$ cat src/sv/aabb_contact_generator_assert.svh
`ifndef AABB_CONTACT_GENERATOR_ASSERT_SVH
`define AABB_CONTACT_GENERATOR_ASSERT_SVH

// cond holds now -> prop holds in the same cycle
`define AABB_ASSERT_NOW(label, clk, rst, cond, prop) \
   label: assert property (@(posedge clk) disable iff (rst) (cond) |-> (prop)) \
      else $error("aabb contact generator check failed");

// cond holds now -> prop holds in the next cycle
`define AABB_ASSERT_NEXT(label, clk, rst, cond, prop) \
   label: assert property (@(posedge clk) disable iff (rst) (cond) |=> (prop)) \
      else $error("aabb contact generator check failed");

`endif

$ cat src/sv/aabb_pkg.sv
package aabb_pkg;

   localparam int CENTER_W = 32;
   localparam int HALF_W   = 31;
   localparam int BOUNCE_W = 17;
   localparam int GRIP_W   = 16;
   localparam int PEN_W    = 32;
   localparam int AXIS_W   = 2;

   // serial datapath: signed words wide enough for every sum, walked one digit a cycle
   localparam int WORD  = 36;
   localparam int DIGIT = 4;
   localparam int NDIG  = WORD / DIGIT;

   localparam int PROD_W     = 2 * GRIP_W;
   localparam int ROOT_W     = GRIP_W;
   localparam int REM_W      = ROOT_W + 2;
   localparam int SQRT_STEPS = ROOT_W;
   localparam int CNT_W      = $clog2(SQRT_STEPS);

   localparam logic [AXIS_W-1:0] AXIS_X = 2'd0;
   localparam logic [AXIS_W-1:0] AXIS_Y = 2'd1;
   localparam logic [AXIS_W-1:0] AXIS_Z = 2'd2;

   localparam logic KIND_STORE = 1'b0;
   localparam logic KIND_TEST  = 1'b1;

   typedef enum logic [2:0] {
      ST_IDLE   = 3'b001,
      ST_CALC   = 3'b010,
      ST_FINISH = 3'b100
   } state_type;

endpackage

$ cat src/sv/aabb_req_if.sv
interface aabb_req_if;
   logic                                 valid;
   logic                                 ready;
   logic                                 kind;
   logic signed [aabb_pkg::CENTER_W-1:0] center_x;
   logic signed [aabb_pkg::CENTER_W-1:0] center_y;
   logic signed [aabb_pkg::CENTER_W-1:0] center_z;
   logic        [aabb_pkg::HALF_W-1:0]   half_x;
   logic        [aabb_pkg::HALF_W-1:0]   half_y;
   logic        [aabb_pkg::HALF_W-1:0]   half_z;
   logic        [aabb_pkg::BOUNCE_W-1:0] bounce;
   logic        [aabb_pkg::GRIP_W-1:0]   grip;

   modport source (
      output valid, kind, center_x, center_y, center_z, half_x, half_y, half_z,
             bounce, grip,
      input  ready
   );

   modport sink (
      input  valid, kind, center_x, center_y, center_z, half_x, half_y, half_z,
             bounce, grip,
      output ready
   );
endinterface

$ cat src/sv/aabb_rsp_if.sv
interface aabb_rsp_if;
   logic                                 valid;
   logic                                 ready;
   logic                                 hit;
   logic        [aabb_pkg::AXIS_W-1:0]   normal_axis;
   logic                                 normal_negative;
   logic        [aabb_pkg::PEN_W-1:0]    penetration;
   logic signed [aabb_pkg::CENTER_W-1:0] mid_x;
   logic signed [aabb_pkg::CENTER_W-1:0] mid_y;
   logic signed [aabb_pkg::CENTER_W-1:0] mid_z;
   logic        [aabb_pkg::BOUNCE_W-1:0] mixed_bounce;
   logic        [aabb_pkg::GRIP_W-1:0]   mixed_grip;

   modport source (
      output valid, hit, normal_axis, normal_negative, penetration, mid_x, mid_y,
             mid_z, mixed_bounce, mixed_grip,
      input  ready
   );

   modport sink (
      input  valid, hit, normal_axis, normal_negative, penetration, mid_x, mid_y,
             mid_z, mixed_bounce, mixed_grip,
      output ready
   );
endinterface

$ cat src/sv/aabb_contact_generator.sv
// A store beat (kind 0) is taken while idle and gives no result.
// A test beat (kind 1) runs through calc and finish; finish registers its result and
// returns to idle, but holds while an earlier result waits for ready; the next beat
// is taken once idle. The 16-step friction square root, one root bit a cycle, fills
// calc; the overlap and midpoint sums run meanwhile, 4 bits a cycle over 9 digits.
// Synchronous reset clears stored body A to zero and drops any pending result.
module aabb_contact_generator (
   input  logic         clock,
   input  logic         reset,
   aabb_req_if.sink     req_bus,
   aabb_rsp_if.source   rsp_bus
);

   `include "aabb_contact_generator_assert.svh"

   localparam int WORD  = aabb_pkg::WORD;
   localparam int DIGIT = aabb_pkg::DIGIT;
   localparam int CW    = aabb_pkg::CENTER_W;
   localparam int HW    = aabb_pkg::HALF_W;

   aabb_pkg::state_type state_ff, state_in;
   logic [aabb_pkg::CNT_W-1:0] cnt_ff, cnt_in;

   logic [CW-1:0]                 first_center_ff [3];
   logic [CW-1:0]                 first_center_in [3];
   logic [HW-1:0]                 first_half_ff [3];
   logic [HW-1:0]                 first_half_in [3];
   logic [aabb_pkg::BOUNCE_W-1:0] first_bounce_ff, first_bounce_in;
   logic [aabb_pkg::GRIP_W-1:0]   first_grip_ff, first_grip_in;

   // operand and result shift lines, one lane per axis
   logic [WORD-1:0] ca_sr_ff [3], ca_sr_in [3];
   logic [WORD-1:0] cb_sr_ff [3], cb_sr_in [3];
   logic [WORD-1:0] ha_sr_ff [3], ha_sr_in [3];
   logic [WORD-1:0] hb_sr_ff [3], hb_sr_in [3];
   logic [WORD-1:0] d_sr_ff [3], d_sr_in [3];
   logic [WORD-1:0] m_sr_ff [3], m_sr_in [3];
   logic [WORD-1:0] p_sr_ff [3], p_sr_in [3];
   logic [WORD-1:0] s_sr_ff [3], s_sr_in [3];
   logic            c_hs_ff [3], c_hs_in [3];
   logic            c_d_ff [3], c_d_in [3];
   logic            c_m_ff [3], c_m_in [3];
   logic            c_p_ff [3], c_p_in [3];
   logic            c_s_ff [3], c_s_in [3];
   logic signed [WORD-1:0] ov_ff [3], ov_in [3];

   logic [aabb_pkg::BOUNCE_W-1:0] bnc_ff, bnc_in;
   logic [aabb_pkg::PROD_W-1:0]   prod_ff, prod_in;
   logic [aabb_pkg::REM_W-1:0]    rem_ff, rem_in;
   logic [aabb_pkg::ROOT_W-1:0]   root_ff, root_in;

   logic                          rsp_valid_ff, rsp_valid_in;
   logic                          out_hit_ff, out_hit_in;
   logic [aabb_pkg::AXIS_W-1:0]   out_axis_ff, out_axis_in;
   logic                          out_neg_ff, out_neg_in;
   logic [aabb_pkg::PEN_W-1:0]    out_pen_ff, out_pen_in;
   logic [CW-1:0]                 out_mid_ff [3], out_mid_in [3];
   logic [aabb_pkg::BOUNCE_W-1:0] out_bounce_ff, out_bounce_in;
   logic [aabb_pkg::GRIP_W-1:0]   out_grip_ff, out_grip_in;

   logic [CW-1:0] in_center [3];
   logic [HW-1:0] in_half [3];
   logic          req_take;

   logic [DIGIT:0] hs_sum [3];
   logic [DIGIT:0] d_sum [3];
   logic [DIGIT:0] m_sum [3];
   logic [DIGIT:0] p_sum [3];
   logic [DIGIT:0] s_sum [3];

   logic [aabb_pkg::REM_W+1:0]  rem_sh;
   logic [aabb_pkg::REM_W+1:0]  trial;
   logic [aabb_pkg::BOUNCE_W:0] bsum;

   logic                        ov_pos [3];
   logic                        all_hit;
   logic [aabb_pkg::AXIS_W-1:0] sel_axis;
   logic                        sel_neg;
   logic [aabb_pkg::PEN_W-1:0]  sel_pen;

   assign req_bus.ready = (state_ff == aabb_pkg::ST_IDLE);
   assign req_take      = req_bus.valid && req_bus.ready;

   assign rsp_bus.valid           = rsp_valid_ff;
   assign rsp_bus.hit             = out_hit_ff;
   assign rsp_bus.normal_axis     = out_axis_ff;
   assign rsp_bus.normal_negative = out_neg_ff;
   assign rsp_bus.penetration     = out_pen_ff;
   assign rsp_bus.mid_x           = out_mid_ff[0];
   assign rsp_bus.mid_y           = out_mid_ff[1];
   assign rsp_bus.mid_z           = out_mid_ff[2];
   assign rsp_bus.mixed_bounce    = out_bounce_ff;
   assign rsp_bus.mixed_grip      = out_grip_ff;

   always_comb begin
      in_center[0] = req_bus.center_x;
      in_center[1] = req_bus.center_y;
      in_center[2] = req_bus.center_z;
      in_half[0]   = req_bus.half_x;
      in_half[1]   = req_bus.half_y;
      in_half[2]   = req_bus.half_z;
   end

   // one digit of every serial adder, all lanes side by side
   always_comb begin
      for (int i = 0; i < 3; i++) begin
         hs_sum[i] = {1'b0, ha_sr_ff[i][DIGIT-1:0]} + {1'b0, hb_sr_ff[i][DIGIT-1:0]}
                   + {{DIGIT{1'b0}}, c_hs_ff[i]};
         d_sum[i]  = {1'b0, cb_sr_ff[i][DIGIT-1:0]} + {1'b0, ~ca_sr_ff[i][DIGIT-1:0]}
                   + {{DIGIT{1'b0}}, c_d_ff[i]};
         m_sum[i]  = {1'b0, hs_sum[i][DIGIT-1:0]} + {1'b0, ~d_sum[i][DIGIT-1:0]}
                   + {{DIGIT{1'b0}}, c_m_ff[i]};
         p_sum[i]  = {1'b0, hs_sum[i][DIGIT-1:0]} + {1'b0, d_sum[i][DIGIT-1:0]}
                   + {{DIGIT{1'b0}}, c_p_ff[i]};
         s_sum[i]  = {1'b0, ca_sr_ff[i][DIGIT-1:0]} + {1'b0, cb_sr_ff[i][DIGIT-1:0]}
                   + {{DIGIT{1'b0}}, c_s_ff[i]};
      end
   end

   // one root bit per step: bring down two product bits, try root*4+1
   always_comb begin
      rem_sh = {rem_ff, prod_ff[aabb_pkg::PROD_W-1 -: 2]};
      trial  = {2'b00, root_ff, 2'b01};
      bsum   = {1'b0, first_bounce_ff} + {1'b0, req_bus.bounce};
   end

   // least-overlap axis: x only if strictly least, then y over z, ties to z
   always_comb begin
      for (int i = 0; i < 3; i++) begin
         ov_pos[i] = !ov_ff[i][WORD-1] && (ov_ff[i] != '0);
      end
      all_hit = ov_pos[0] && ov_pos[1] && ov_pos[2];
      if (ov_ff[0] < ov_ff[1] && ov_ff[0] < ov_ff[2]) begin
         sel_axis = aabb_pkg::AXIS_X;
      end else if (ov_ff[1] < ov_ff[2]) begin
         sel_axis = aabb_pkg::AXIS_Y;
      end else begin
         sel_axis = aabb_pkg::AXIS_Z;
      end
      case (sel_axis)
         aabb_pkg::AXIS_X: begin
            sel_neg = d_sr_ff[0][WORD-1];
            sel_pen = ov_ff[0][aabb_pkg::PEN_W-1:0];
         end
         aabb_pkg::AXIS_Y: begin
            sel_neg = d_sr_ff[1][WORD-1];
            sel_pen = ov_ff[1][aabb_pkg::PEN_W-1:0];
         end
         default: begin
            sel_neg = d_sr_ff[2][WORD-1];
            sel_pen = ov_ff[2][aabb_pkg::PEN_W-1:0];
         end
      endcase
   end

   always_comb begin
      state_in        = state_ff;
      cnt_in          = cnt_ff;
      first_bounce_in = first_bounce_ff;
      first_grip_in   = first_grip_ff;
      bnc_in          = bnc_ff;
      prod_in         = prod_ff;
      rem_in          = rem_ff;
      root_in         = root_ff;
      rsp_valid_in    = rsp_valid_ff;
      out_hit_in      = out_hit_ff;
      out_axis_in     = out_axis_ff;
      out_neg_in      = out_neg_ff;
      out_pen_in      = out_pen_ff;
      out_bounce_in   = out_bounce_ff;
      out_grip_in     = out_grip_ff;
      for (int i = 0; i < 3; i++) begin
         first_center_in[i] = first_center_ff[i];
         first_half_in[i]   = first_half_ff[i];
         ca_sr_in[i] = ca_sr_ff[i];
         cb_sr_in[i] = cb_sr_ff[i];
         ha_sr_in[i] = ha_sr_ff[i];
         hb_sr_in[i] = hb_sr_ff[i];
         d_sr_in[i]  = d_sr_ff[i];
         m_sr_in[i]  = m_sr_ff[i];
         p_sr_in[i]  = p_sr_ff[i];
         s_sr_in[i]  = s_sr_ff[i];
         c_hs_in[i]  = c_hs_ff[i];
         c_d_in[i]   = c_d_ff[i];
         c_m_in[i]   = c_m_ff[i];
         c_p_in[i]   = c_p_ff[i];
         c_s_in[i]   = c_s_ff[i];
         ov_in[i]    = ov_ff[i];
         out_mid_in[i] = out_mid_ff[i];
      end

      // drop the delivered beat; a new load below overrides
      if (rsp_valid_ff && rsp_bus.ready) begin
         rsp_valid_in = 1'b0;
      end

      case (state_ff)
         aabb_pkg::ST_IDLE: begin
            if (req_take && req_bus.kind == aabb_pkg::KIND_STORE) begin
               for (int i = 0; i < 3; i++) begin
                  first_center_in[i] = in_center[i];
                  first_half_in[i]   = in_half[i];
               end
               first_bounce_in = req_bus.bounce;
               first_grip_in   = req_bus.grip;
            end else if (req_take) begin
               for (int i = 0; i < 3; i++) begin
                  ca_sr_in[i] = {{(WORD-CW){first_center_ff[i][CW-1]}}, first_center_ff[i]};
                  cb_sr_in[i] = {{(WORD-CW){in_center[i][CW-1]}}, in_center[i]};
                  ha_sr_in[i] = {{(WORD-HW){1'b0}}, first_half_ff[i]};
                  hb_sr_in[i] = {{(WORD-HW){1'b0}}, in_half[i]};
                  c_hs_in[i]  = 1'b0;
                  c_d_in[i]   = 1'b1;
                  c_m_in[i]   = 1'b1;
                  c_p_in[i]   = 1'b0;
                  c_s_in[i]   = 1'b0;
               end
               bnc_in   = bsum[aabb_pkg::BOUNCE_W:1];
               prod_in  = aabb_pkg::PROD_W'(first_grip_ff) * aabb_pkg::PROD_W'(req_bus.grip);
               rem_in   = '0;
               root_in  = '0;
               cnt_in   = '0;
               state_in = aabb_pkg::ST_CALC;
            end
         end
         aabb_pkg::ST_CALC: begin
            if (rem_sh >= trial) begin
               rem_in  = aabb_pkg::REM_W'(rem_sh - trial);
               root_in = {root_ff[aabb_pkg::ROOT_W-2:0], 1'b1};
            end else begin
               rem_in  = rem_sh[aabb_pkg::REM_W-1:0];
               root_in = {root_ff[aabb_pkg::ROOT_W-2:0], 1'b0};
            end
            prod_in = {prod_ff[aabb_pkg::PROD_W-3:0], 2'b00};

            if (cnt_ff < aabb_pkg::CNT_W'(aabb_pkg::NDIG)) begin
               for (int i = 0; i < 3; i++) begin
                  ca_sr_in[i] = {{DIGIT{1'b0}}, ca_sr_ff[i][WORD-1:DIGIT]};
                  cb_sr_in[i] = {{DIGIT{1'b0}}, cb_sr_ff[i][WORD-1:DIGIT]};
                  ha_sr_in[i] = {{DIGIT{1'b0}}, ha_sr_ff[i][WORD-1:DIGIT]};
                  hb_sr_in[i] = {{DIGIT{1'b0}}, hb_sr_ff[i][WORD-1:DIGIT]};
                  d_sr_in[i]  = {d_sum[i][DIGIT-1:0], d_sr_ff[i][WORD-1:DIGIT]};
                  m_sr_in[i]  = {m_sum[i][DIGIT-1:0], m_sr_ff[i][WORD-1:DIGIT]};
                  p_sr_in[i]  = {p_sum[i][DIGIT-1:0], p_sr_ff[i][WORD-1:DIGIT]};
                  s_sr_in[i]  = {s_sum[i][DIGIT-1:0], s_sr_ff[i][WORD-1:DIGIT]};
                  c_hs_in[i]  = hs_sum[i][DIGIT];
                  c_d_in[i]   = d_sum[i][DIGIT];
                  c_m_in[i]   = m_sum[i][DIGIT];
                  c_p_in[i]   = p_sum[i][DIGIT];
                  c_s_in[i]   = s_sum[i][DIGIT];
               end
            end else if (cnt_ff == aabb_pkg::CNT_W'(aabb_pkg::NDIG)) begin
               // overlap = halves - |d|: pick halves+d when d is negative
               for (int i = 0; i < 3; i++) begin
                  ov_in[i] = d_sr_ff[i][WORD-1] ? p_sr_ff[i] : m_sr_ff[i];
               end
            end

            cnt_in = cnt_ff + 1'b1;
            if (cnt_ff == aabb_pkg::CNT_W'(aabb_pkg::SQRT_STEPS - 1)) begin
               state_in = aabb_pkg::ST_FINISH;
            end
         end
         aabb_pkg::ST_FINISH: begin
            // hold until the output slot is free
            if (!rsp_valid_ff || rsp_bus.ready) begin
               rsp_valid_in = 1'b1;
               if (all_hit) begin
                  out_hit_in    = 1'b1;
                  out_axis_in   = sel_axis;
                  out_neg_in    = sel_neg;
                  out_pen_in    = sel_pen;
                  out_bounce_in = bnc_ff;
                  out_grip_in   = root_ff;
                  for (int i = 0; i < 3; i++) begin
                     out_mid_in[i] = s_sr_ff[i][CW:1];
                  end
               end else begin
                  out_hit_in    = 1'b0;
                  out_axis_in   = aabb_pkg::AXIS_X;
                  out_neg_in    = 1'b0;
                  out_pen_in    = '0;
                  out_bounce_in = '0;
                  out_grip_in   = '0;
                  for (int i = 0; i < 3; i++) begin
                     out_mid_in[i] = '0;
                  end
               end
               state_in = aabb_pkg::ST_IDLE;
            end
         end
         default: begin
            state_in = aabb_pkg::ST_IDLE;
         end
      endcase
   end

   always_ff @(posedge clock) begin
      if (reset) begin
         state_ff        <= aabb_pkg::ST_IDLE;
         rsp_valid_ff    <= 1'b0;
         first_bounce_ff <= '0;
         first_grip_ff   <= '0;
         for (int i = 0; i < 3; i++) begin
            first_center_ff[i] <= '0;
            first_half_ff[i]   <= '0;
         end
      end else begin
         state_ff        <= state_in;
         rsp_valid_ff    <= rsp_valid_in;
         first_bounce_ff <= first_bounce_in;
         first_grip_ff   <= first_grip_in;
         for (int i = 0; i < 3; i++) begin
            first_center_ff[i] <= first_center_in[i];
            first_half_ff[i]   <= first_half_in[i];
         end
      end
   end

   always_ff @(posedge clock) begin
      cnt_ff        <= cnt_in;
      bnc_ff        <= bnc_in;
      prod_ff       <= prod_in;
      rem_ff        <= rem_in;
      root_ff       <= root_in;
      out_hit_ff    <= out_hit_in;
      out_axis_ff   <= out_axis_in;
      out_neg_ff    <= out_neg_in;
      out_pen_ff    <= out_pen_in;
      out_bounce_ff <= out_bounce_in;
      out_grip_ff   <= out_grip_in;
      for (int i = 0; i < 3; i++) begin
         ca_sr_ff[i]   <= ca_sr_in[i];
         cb_sr_ff[i]   <= cb_sr_in[i];
         ha_sr_ff[i]   <= ha_sr_in[i];
         hb_sr_ff[i]   <= hb_sr_in[i];
         d_sr_ff[i]    <= d_sr_in[i];
         m_sr_ff[i]    <= m_sr_in[i];
         p_sr_ff[i]    <= p_sr_in[i];
         s_sr_ff[i]    <= s_sr_in[i];
         c_hs_ff[i]    <= c_hs_in[i];
         c_d_ff[i]     <= c_d_in[i];
         c_m_ff[i]     <= c_m_in[i];
         c_p_ff[i]     <= c_p_in[i];
         c_s_ff[i]     <= c_s_in[i];
         ov_ff[i]      <= ov_in[i];
         out_mid_ff[i] <= out_mid_in[i];
      end
   end

   `AABB_ASSERT_NEXT(a_test_starts, clock, reset,
      req_take && req_bus.kind == aabb_pkg::KIND_TEST,
      state_ff == aabb_pkg::ST_CALC && cnt_ff == '0)
   `AABB_ASSERT_NEXT(a_finish_lands, clock, reset,
      state_ff == aabb_pkg::ST_FINISH && !rsp_valid_ff,
      rsp_valid_ff && state_ff == aabb_pkg::ST_IDLE)
   `AABB_ASSERT_NOW(a_miss_zeroed, clock, reset,
      rsp_valid_ff && !out_hit_ff,
      out_pen_ff == '0 && out_grip_ff == '0 && out_bounce_ff == '0)
   `AABB_ASSERT_NOW(a_hit_depth, clock, reset,
      rsp_valid_ff && out_hit_ff,
      out_pen_ff != '0 && out_axis_ff <= aabb_pkg::AXIS_Z)

endmodule

$ cat src/flat_wrapper.sv
// flat-port wrapper written by rule: the top's interface ports become plain ports
module aabb_contact_generator_flat 
  (clock, reset, req_bus_valid, req_bus_kind, req_bus_center_x, req_bus_center_y, req_bus_center_z, req_bus_half_x, req_bus_half_y, req_bus_half_z, req_bus_bounce, req_bus_grip, req_bus_ready, rsp_bus_valid, rsp_bus_hit, rsp_bus_normal_axis, rsp_bus_normal_negative, rsp_bus_penetration, rsp_bus_mid_x, rsp_bus_mid_y, rsp_bus_mid_z, rsp_bus_mixed_bounce, rsp_bus_mixed_grip, rsp_bus_ready);
  aabb_req_if req_bus_i ();
  aabb_rsp_if rsp_bus_i ();
  input  logic clock;
  input  logic reset;
  input wire logic [$bits(req_bus_i.valid)-1:0] req_bus_valid;
  input wire logic [$bits(req_bus_i.kind)-1:0] req_bus_kind;
  input wire logic [$bits(req_bus_i.center_x)-1:0] req_bus_center_x;
  input wire logic [$bits(req_bus_i.center_y)-1:0] req_bus_center_y;
  input wire logic [$bits(req_bus_i.center_z)-1:0] req_bus_center_z;
  input wire logic [$bits(req_bus_i.half_x)-1:0] req_bus_half_x;
  input wire logic [$bits(req_bus_i.half_y)-1:0] req_bus_half_y;
  input wire logic [$bits(req_bus_i.half_z)-1:0] req_bus_half_z;
  input wire logic [$bits(req_bus_i.bounce)-1:0] req_bus_bounce;
  input wire logic [$bits(req_bus_i.grip)-1:0] req_bus_grip;
  output wire logic [$bits(req_bus_i.ready)-1:0] req_bus_ready;
  output wire logic [$bits(rsp_bus_i.valid)-1:0] rsp_bus_valid;
  output wire logic [$bits(rsp_bus_i.hit)-1:0] rsp_bus_hit;
  output wire logic [$bits(rsp_bus_i.normal_axis)-1:0] rsp_bus_normal_axis;
  output wire logic [$bits(rsp_bus_i.normal_negative)-1:0] rsp_bus_normal_negative;
  output wire logic [$bits(rsp_bus_i.penetration)-1:0] rsp_bus_penetration;
  output wire logic [$bits(rsp_bus_i.mid_x)-1:0] rsp_bus_mid_x;
  output wire logic [$bits(rsp_bus_i.mid_y)-1:0] rsp_bus_mid_y;
  output wire logic [$bits(rsp_bus_i.mid_z)-1:0] rsp_bus_mid_z;
  output wire logic [$bits(rsp_bus_i.mixed_bounce)-1:0] rsp_bus_mixed_bounce;
  output wire logic [$bits(rsp_bus_i.mixed_grip)-1:0] rsp_bus_mixed_grip;
  input wire logic [$bits(rsp_bus_i.ready)-1:0] rsp_bus_ready;
  assign req_bus_i.valid = req_bus_valid;
  assign req_bus_i.kind = req_bus_kind;
  assign req_bus_i.center_x = req_bus_center_x;
  assign req_bus_i.center_y = req_bus_center_y;
  assign req_bus_i.center_z = req_bus_center_z;
  assign req_bus_i.half_x = req_bus_half_x;
  assign req_bus_i.half_y = req_bus_half_y;
  assign req_bus_i.half_z = req_bus_half_z;
  assign req_bus_i.bounce = req_bus_bounce;
  assign req_bus_i.grip = req_bus_grip;
  assign req_bus_ready = req_bus_i.ready;
  assign rsp_bus_valid = rsp_bus_i.valid;
  assign rsp_bus_hit = rsp_bus_i.hit;
  assign rsp_bus_normal_axis = rsp_bus_i.normal_axis;
  assign rsp_bus_normal_negative = rsp_bus_i.normal_negative;
  assign rsp_bus_penetration = rsp_bus_i.penetration;
  assign rsp_bus_mid_x = rsp_bus_i.mid_x;
  assign rsp_bus_mid_y = rsp_bus_i.mid_y;
  assign rsp_bus_mid_z = rsp_bus_i.mid_z;
  assign rsp_bus_mixed_bounce = rsp_bus_i.mixed_bounce;
  assign rsp_bus_mixed_grip = rsp_bus_i.mixed_grip;
  assign rsp_bus_i.ready = rsp_bus_ready;
  aabb_contact_generator u_core (.clock(clock), .reset(reset), .req_bus(req_bus_i), .rsp_bus(rsp_bus_i));
endmodule
$ cat config.mk
export PLATFORM = sky130hd
export DESIGN_NAME = aabb_contact_generator_flat
export DESIGN_NICKNAME = d
export VERILOG_FILES = /design/src/sv/aabb_pkg.sv /design/src/sv/aabb_req_if.sv /design/src/sv/aabb_rsp_if.sv /design/src/sv/aabb_contact_generator.sv /design/src/flat_wrapper.sv
export VERILOG_INCLUDE_DIRS = /design/src /design/src/sv
export SDC_FILE = /design/constraint.sdc
export NUM_CORES = 2
export LEC_CHECK = 0
export ABC_AREA = 1
export BUFFER_PORTS_ARGS = -buffer_cell sky130_fd_sc_hd__clkbuf_2
export CAP_MARGIN = 0
export CORE_UTILIZATION = 50
export DETAILED_ROUTE_END_ITERATION = 12
export GPL_ROUTABILITY_DRIVEN = 0
export PLACE_DENSITY_LB_ADDON = 0.3
export RECOVER_POWER = 100
export SLEW_MARGIN = 30
export SYNTH_ARGS = -nofsm -noshare
export SYNTH_HDL_FRONTEND = slang
export SYNTH_SLANG_ARGS = --single-unit
$ cat constraint.sdc
create_clock -name clock -period 28.8 [get_ports clock]
set_input_delay 5.76 -clock clock [delete_from_list [all_inputs] [get_ports clock]]
set_output_delay 5.76 -clock clock [all_outputs]
set_load 0.005 [all_outputs]
# [After elaboration in Yosys (flattened, before gate mapping)]
# Memory sizes are Yosys's and may differ from the RTL's.
# Cells that the tools add are included.
[classes] addsub=33 n_mul=1 div_mod_pow=0 n_lt_le_gt_ge=5 n_eq_ne=10 n_shift=0 n_mux=93 bitwise_logic=14 reduce_logical=24
[op_table] cell="two-way mux 108 bit" n=23
[op_table] cell="case mux 108 bit (2 select lines)" n=4
[op_table] cell="two-way mux 96 bit" n=5
[op_table] cell="two-way mux 93 bit" n=2
[op_table] cell="two-way mux 32 bit" n=5
[op_table] cell="case mux 32 bit (2 select lines)" n=2
[op_table] cell="< comparator 36 bit" n=3
[op_table] cell="two-way mux 36 bit" n=3
[op_table] cell="nonzero test 36 bit" n=3
[op_table] cell="two-way mux 31 bit" n=3
[op_table] cell="adder 4 x 4 -> 5 bit" n=15
[op_table] cell="adder 5 x 1 -> 5 bit" n=15
[op_table] cell="two-way mux 3 bit" n=19
[op_table] cell="two-way mux 18 bit" n=3
[op_table] cell="case mux 18 bit (2 select lines)" n=1
[op_table] cell="multiplier 16 x 16 -> 32 bit" n=1
[op_table] cell="two-way mux 16 bit" n=2
[op_table] cell="case mux 16 bit (2 select lines)" n=1
[op_table] cell="case mux 3 bit (2 select lines)" n=5
[op_table] cell="inverter 4 bit" n=6
[op_table] cell=">= comparator 20 x 18 -> 1 bit" n=1
[op_table] cell="adder 17 x 17 -> 18 bit" n=1
[op_table] cell="subtractor 18 bit" n=1
[op_table] cell="logical AND 1 bit" n=9
[op_table] cell="24 further kinds" n=47
[totals] regBits=193 latch_bits=0 ram_bits=1272 mem_bits_ro=0 inputBits=227 output_inout_bits=167 elab_cells=212 mem_count=17
[mem_list] name="u_core.ca_sr_ff" depth=3 width=36 read_ports=3 rd_ports_with_merged_regs=0 write_ports=3 line_no="aabb_contact_generator.sv:32" rtl="logic [WORD-1:0] ca_sr_ff [3], ca_sr_in [3];"
[mem_list] name="u_core.cb_sr_ff" depth=3 width=36 read_ports=3 rd_ports_with_merged_regs=0 write_ports=3 line_no="aabb_contact_generator.sv:33" rtl="logic [WORD-1:0] cb_sr_ff [3], cb_sr_in [3];"
[mem_list] name="u_core.d_sr_ff" depth=3 width=36 read_ports=3 rd_ports_with_merged_regs=0 write_ports=3 line_no="aabb_contact_generator.sv:36" rtl="logic [WORD-1:0] d_sr_ff [3], d_sr_in [3];"
[mem_list] name="u_core.ha_sr_ff" depth=3 width=36 read_ports=3 rd_ports_with_merged_regs=0 write_ports=3 line_no="aabb_contact_generator.sv:34" rtl="logic [WORD-1:0] ha_sr_ff [3], ha_sr_in [3];"
[mem_list] name="u_core.hb_sr_ff" depth=3 width=36 read_ports=3 rd_ports_with_merged_regs=0 write_ports=3 line_no="aabb_contact_generator.sv:35" rtl="logic [WORD-1:0] hb_sr_ff [3], hb_sr_in [3];"
[mem_list] name="u_core.m_sr_ff" depth=3 width=36 read_ports=3 rd_ports_with_merged_regs=0 write_ports=3 line_no="aabb_contact_generator.sv:37" rtl="logic [WORD-1:0] m_sr_ff [3], m_sr_in [3];"
[mem_list] name="+11 memories"

# [Logic depth before layout (Yosys ltp)]
# An unclocked memory read counts as a cell.
[logic_depth] depth_word=9 mapped_depth=29 mapped_depth_nobuf=27

# [Worst setup path before layout]
# OpenSTA, ideal clock, no wires.
[synth_path] path_type="flip-flop to flip-flop" from="register u_core.state_ff[2] (netlist name)" to="memory u_core.c_d_ff[0][0] (enable)" setup_time_ps=1712 arrival_time_ps=28823 required_time_ps=27088 path_slack_ps=-1735 stages_incl_launch_ff=5 n_path_buf=1 period_less_slack_ps=30535 path_cell_list="dfxtp_1 > nor3_2 > inv_2 > clkbuf_1 > o21ai_0"
[synth_lines] item="to (decl)" line_no="aabb_contact_generator.sv:41" rtl="logic c_d_ff [3], c_d_in [3];"

==> reports/metrics.cfg <==
[outcome]
status=complete, but fails checks
violations=capacitance limit, slew limit

[pwr]
ir_drop_uv=97.5
p_leak_nw=30.4
p_switching_mw=2.07
clkPwrFrac=0.268
swShare=0.322
power_frac_seq=0.452
fin_total_pwr_mw=6.41
combPwrFrac=0.280
powerDensity_nw_per_um2=89.7
internal-power_mw=4.34

[floorplanning]
start_util=0.506
dieArea_sq_um=129000
die_h_um=360
rows=130
core_area_sq_um=126000
die_w_um=360
pin_count=394

[synth]
synth.top_cell.area_share=0.509
ys_types=48
yosys-top-cells-count=nand2_1 (1,386), edfxtp_1 (1,083), inv_1 (950), o21ai_0 (451), a21oi_1 (381)
async_reset_ff_frac=0
synth_edf_count=1083
synthTopCellsByArea=edfxtp_1 (51%), nand2_1 (8.1%), dfxtp_1 (7.1%)
netlist_area_sq_um=63900
ys.warnings.count=0
synth_area_leader_cell=edfxtp_1
ys.flop_type=edfxtp_1
netlist_instances=6032
ys_ff_latch=1309
avgSynthCellArea_sq_um=10.6
syn_nets=6774
yosysMostFrequentCell=nand2_1
ys_seq_area_frac=0.580

[finish]
fin_cells=8106
syn2layout_area_growth_pct=11.8
nNetsFinal=7071
multi_input_area_sq_um=22200
regArea_sq_um=37000
utilization=0.566
n_fill_cell=10700
drive_gt1_frac=0.0994

[routing]
routedWlPerCell_um=17.2
vias=41700
drt_pass1_iterations=6
drt_wl_total_um=139000
ant_nets=0
drc=0
via_per_inst=5.14
drt_iter0_drc=3163

[timing]
fmax_mhz=57.0
finalCritPeriodShare=0.610
tightest_slew_ns=8.64
min_period_ns=17.55
setup_viol=0
rsz0062_at_grt=no
relSlewSlack=-4.76
setup-tns-final_ns=0
maxSlewViolCount=1738
timing.final.ws_setup_ns=11.25
hold_viol=0
finClkSkew_ns=0.0462

[clock_tree]
clockBufferDepth=3
cts_made_buffers=139
tritoncts=built
post_cts_resized=0
cts_setup_buffers=0
htreeDepth=4
cts_root_buf=clkbuf_16
worstSkewPairLatency_ns=0.76
cts_hold_buf=0
cts_sinks=1309
cts.reportedPaths.clkPinSlew_ns=0.06

[global_route]
gr-total-overflow=0
grt_first_pass_wirelength_um=220000
grt_max_degree=232
grt_use_total=0.215
grt_antenna_before_repair=50
grt_pass1_vias=41000

[min_path]
hp-class=reg -> reg

[critical_path]
timing.rr.start=u_core.state_ff[2]$_SDFFE_PP0P_
crit_type=reg -> reg
path_max_fanout=197
regToRegSetupSlack_ns=11.25
crit_required_ns=29.17
rr_endpoint=u_core.ha_sr_ff[0][23]$_DFFE_PP_
max_stage_delay_ns=6.56
path_cells=nor3_4, clkbuf_1, clkinvlp_2, o21ai_0, buf_4, buf_12, buf_16
endpoint=u_core.ha_sr_ff[0][23]$_DFFE_PP_
crit_path_top_delay_cell=clkinvlp_2
cp-end-kind=flip-flop
crit_start=u_core.state_ff[2]$_SDFFE_PP0P_
r2r_cells=7
start_kind=flip-flop
crit_arrival_ns=17.92

[placement]
dp_hpwl_um=94600
io_buffer_count=393
dp.cells=7835
place_ws_ns=17.16

[flow_run]
cap_violations=24

==> layout make-up <==
type                            count  share of cell area
Clock buffer                      182              0.0534
Tap cell                         1650              0.0289
Multi-Input combinational cell   3499               0.310
Inverter                          952              0.0501
Sequential cell                  1309               0.519
Clock inverter                     68             0.00818
Antenna cell                       18            0.000631
Timing Repair Buffer              428              0.0296
==> power by group through the flow <==
stage / logic [mW] / registers [mW] / clock network (mW)
6_report: 1.79 / 2.90 / 1.72
2_1_floorplan: 1.30 / 3.18 / 0
3_5_place_dp: 1.78 / 2.93 / 0
4_1_cts: 1.80 / 2.89 / 1.76
3_3_place_gp: 1.73 / 2.92 / 0
5_1_grt: 2.05 / 2.94 / 1.83
==> layer usage <==
layer	up-vias	global-route usage	routed length (um)
met2	1159	0.354	66900
met3	312	0.0594	10200
met4	58	0.0820	4750
met1	19800	0.271	56900
met5	-	0	370
li1	20300	-	-
==> worst max-delay path: cells and delay by family, from the launching register on <==
family | cells | cell delay (ns)
compound gates | 1 | 2.48
simple gates | 1 | 0.17
flops | 1 | 0.36
buf+inv | 5 | 13.97
==> sequential cells by signal, summed over array words and instances (netlist names), 4 cells and up <==
signal,count
u_core.first_center_ff,96
u_core.rsp_bus.penetration,32
u_core.cnt_ff,4
u_core.cb_sr_ff,99
u_core.rsp_bus.mixed_bounce,17
u_core.out_mid_ff,96
u_core.prod_ff,32
u_core.first_bounce_ff,17
u_core.bnc_ff,17
u_core.rem_ff,18
u_core.hb_sr_ff,93
u_core.rsp_bus.mixed_grip,16
u_core.s_sr_ff,105
u_core.first_half_ff,93
u_core.ca_sr_ff,99
u_core.ov_ff,108
u_core.m_sr_ff,108
u_core.root_ff,16
u_core.first_grip_ff,16
u_core.p_sr_ff,108
u_core.ha_sr_ff,93
==> logic make-up (layout without fill, tap and decap cells) <==
family | after synthesis | count (layout) | synth area share
xor+xnor | 67 | 67 | 0.00918
other cells | 0 | 18 | 0
compound gates | 889 | 889 | 0.0717
buf+inv | 1224 | 1630 | 0.0732
mux | 108 | 108 | 0.0190
flops | 1309 | 1309 | 0.580
fa+ha+maj | 515 | 515 | 0.127
simple gates | 1920 | 1920 | 0.120
==> cells in the final DEF (no fill, tap or decap), drive strengths merged, types with 225 or more instances in the layout <==
cell | netlist | final
clkbuf | 232 | 594
inv | 951 | 956
ha | 290 | 290
a21oi | 381 | 381
nand2 | 1392 | 1392
edfxtp | 1083 | 1083
o21ai | 454 | 454
fa | 225 | 225
dfxtp | 226 | 226
nor2 | 304 | 304
==> worst min path at each step <==
stage | slack (ns) | endpoint | startpoint | cells past startpoint
after CTS | 0.42 | u_core.s_sr_ff[0][31]$_DFFE_PP_ | u_core.s_sr_ff[0][35]$_DFFE_PP_ | 0
after global placement | 0.41 | u_core.s_sr_ff[0][102]$_DFFE_PP_ | u_core.s_sr_ff[0][106]$_DFFE_PP_ | 0
after global routing | 0.43 | u_core.s_sr_ff[0][31]$_DFFE_PP_ | u_core.s_sr_ff[0][35]$_DFFE_PP_ | 0
after detailed placement | 0.40 | u_core.s_sr_ff[0][29]$_DFFE_PP_ | u_core.s_sr_ff[0][33]$_DFFE_PP_ | 0
final | 0.42 | u_core.s_sr_ff[0][102]$_DFFE_PP_ | u_core.s_sr_ff[0][106]$_DFFE_PP_ | 0
after floorplan | 0.40 | u_core.s_sr_ff[0][101]$_DFFE_PP_ | u_core.s_sr_ff[0][105]$_DFFE_PP_ | 0
==> metrics by stage <==
stage                     hold slack (ns)  cell area [sq um]
after floorplan                     0.400              63900
after global placement              0.406              67200
after detailed placement            0.405              67200
after CTS                           0.424              71600
after global routing                0.430              71400
final                               0.423              71400
Power figures use the tool's default switching activity.
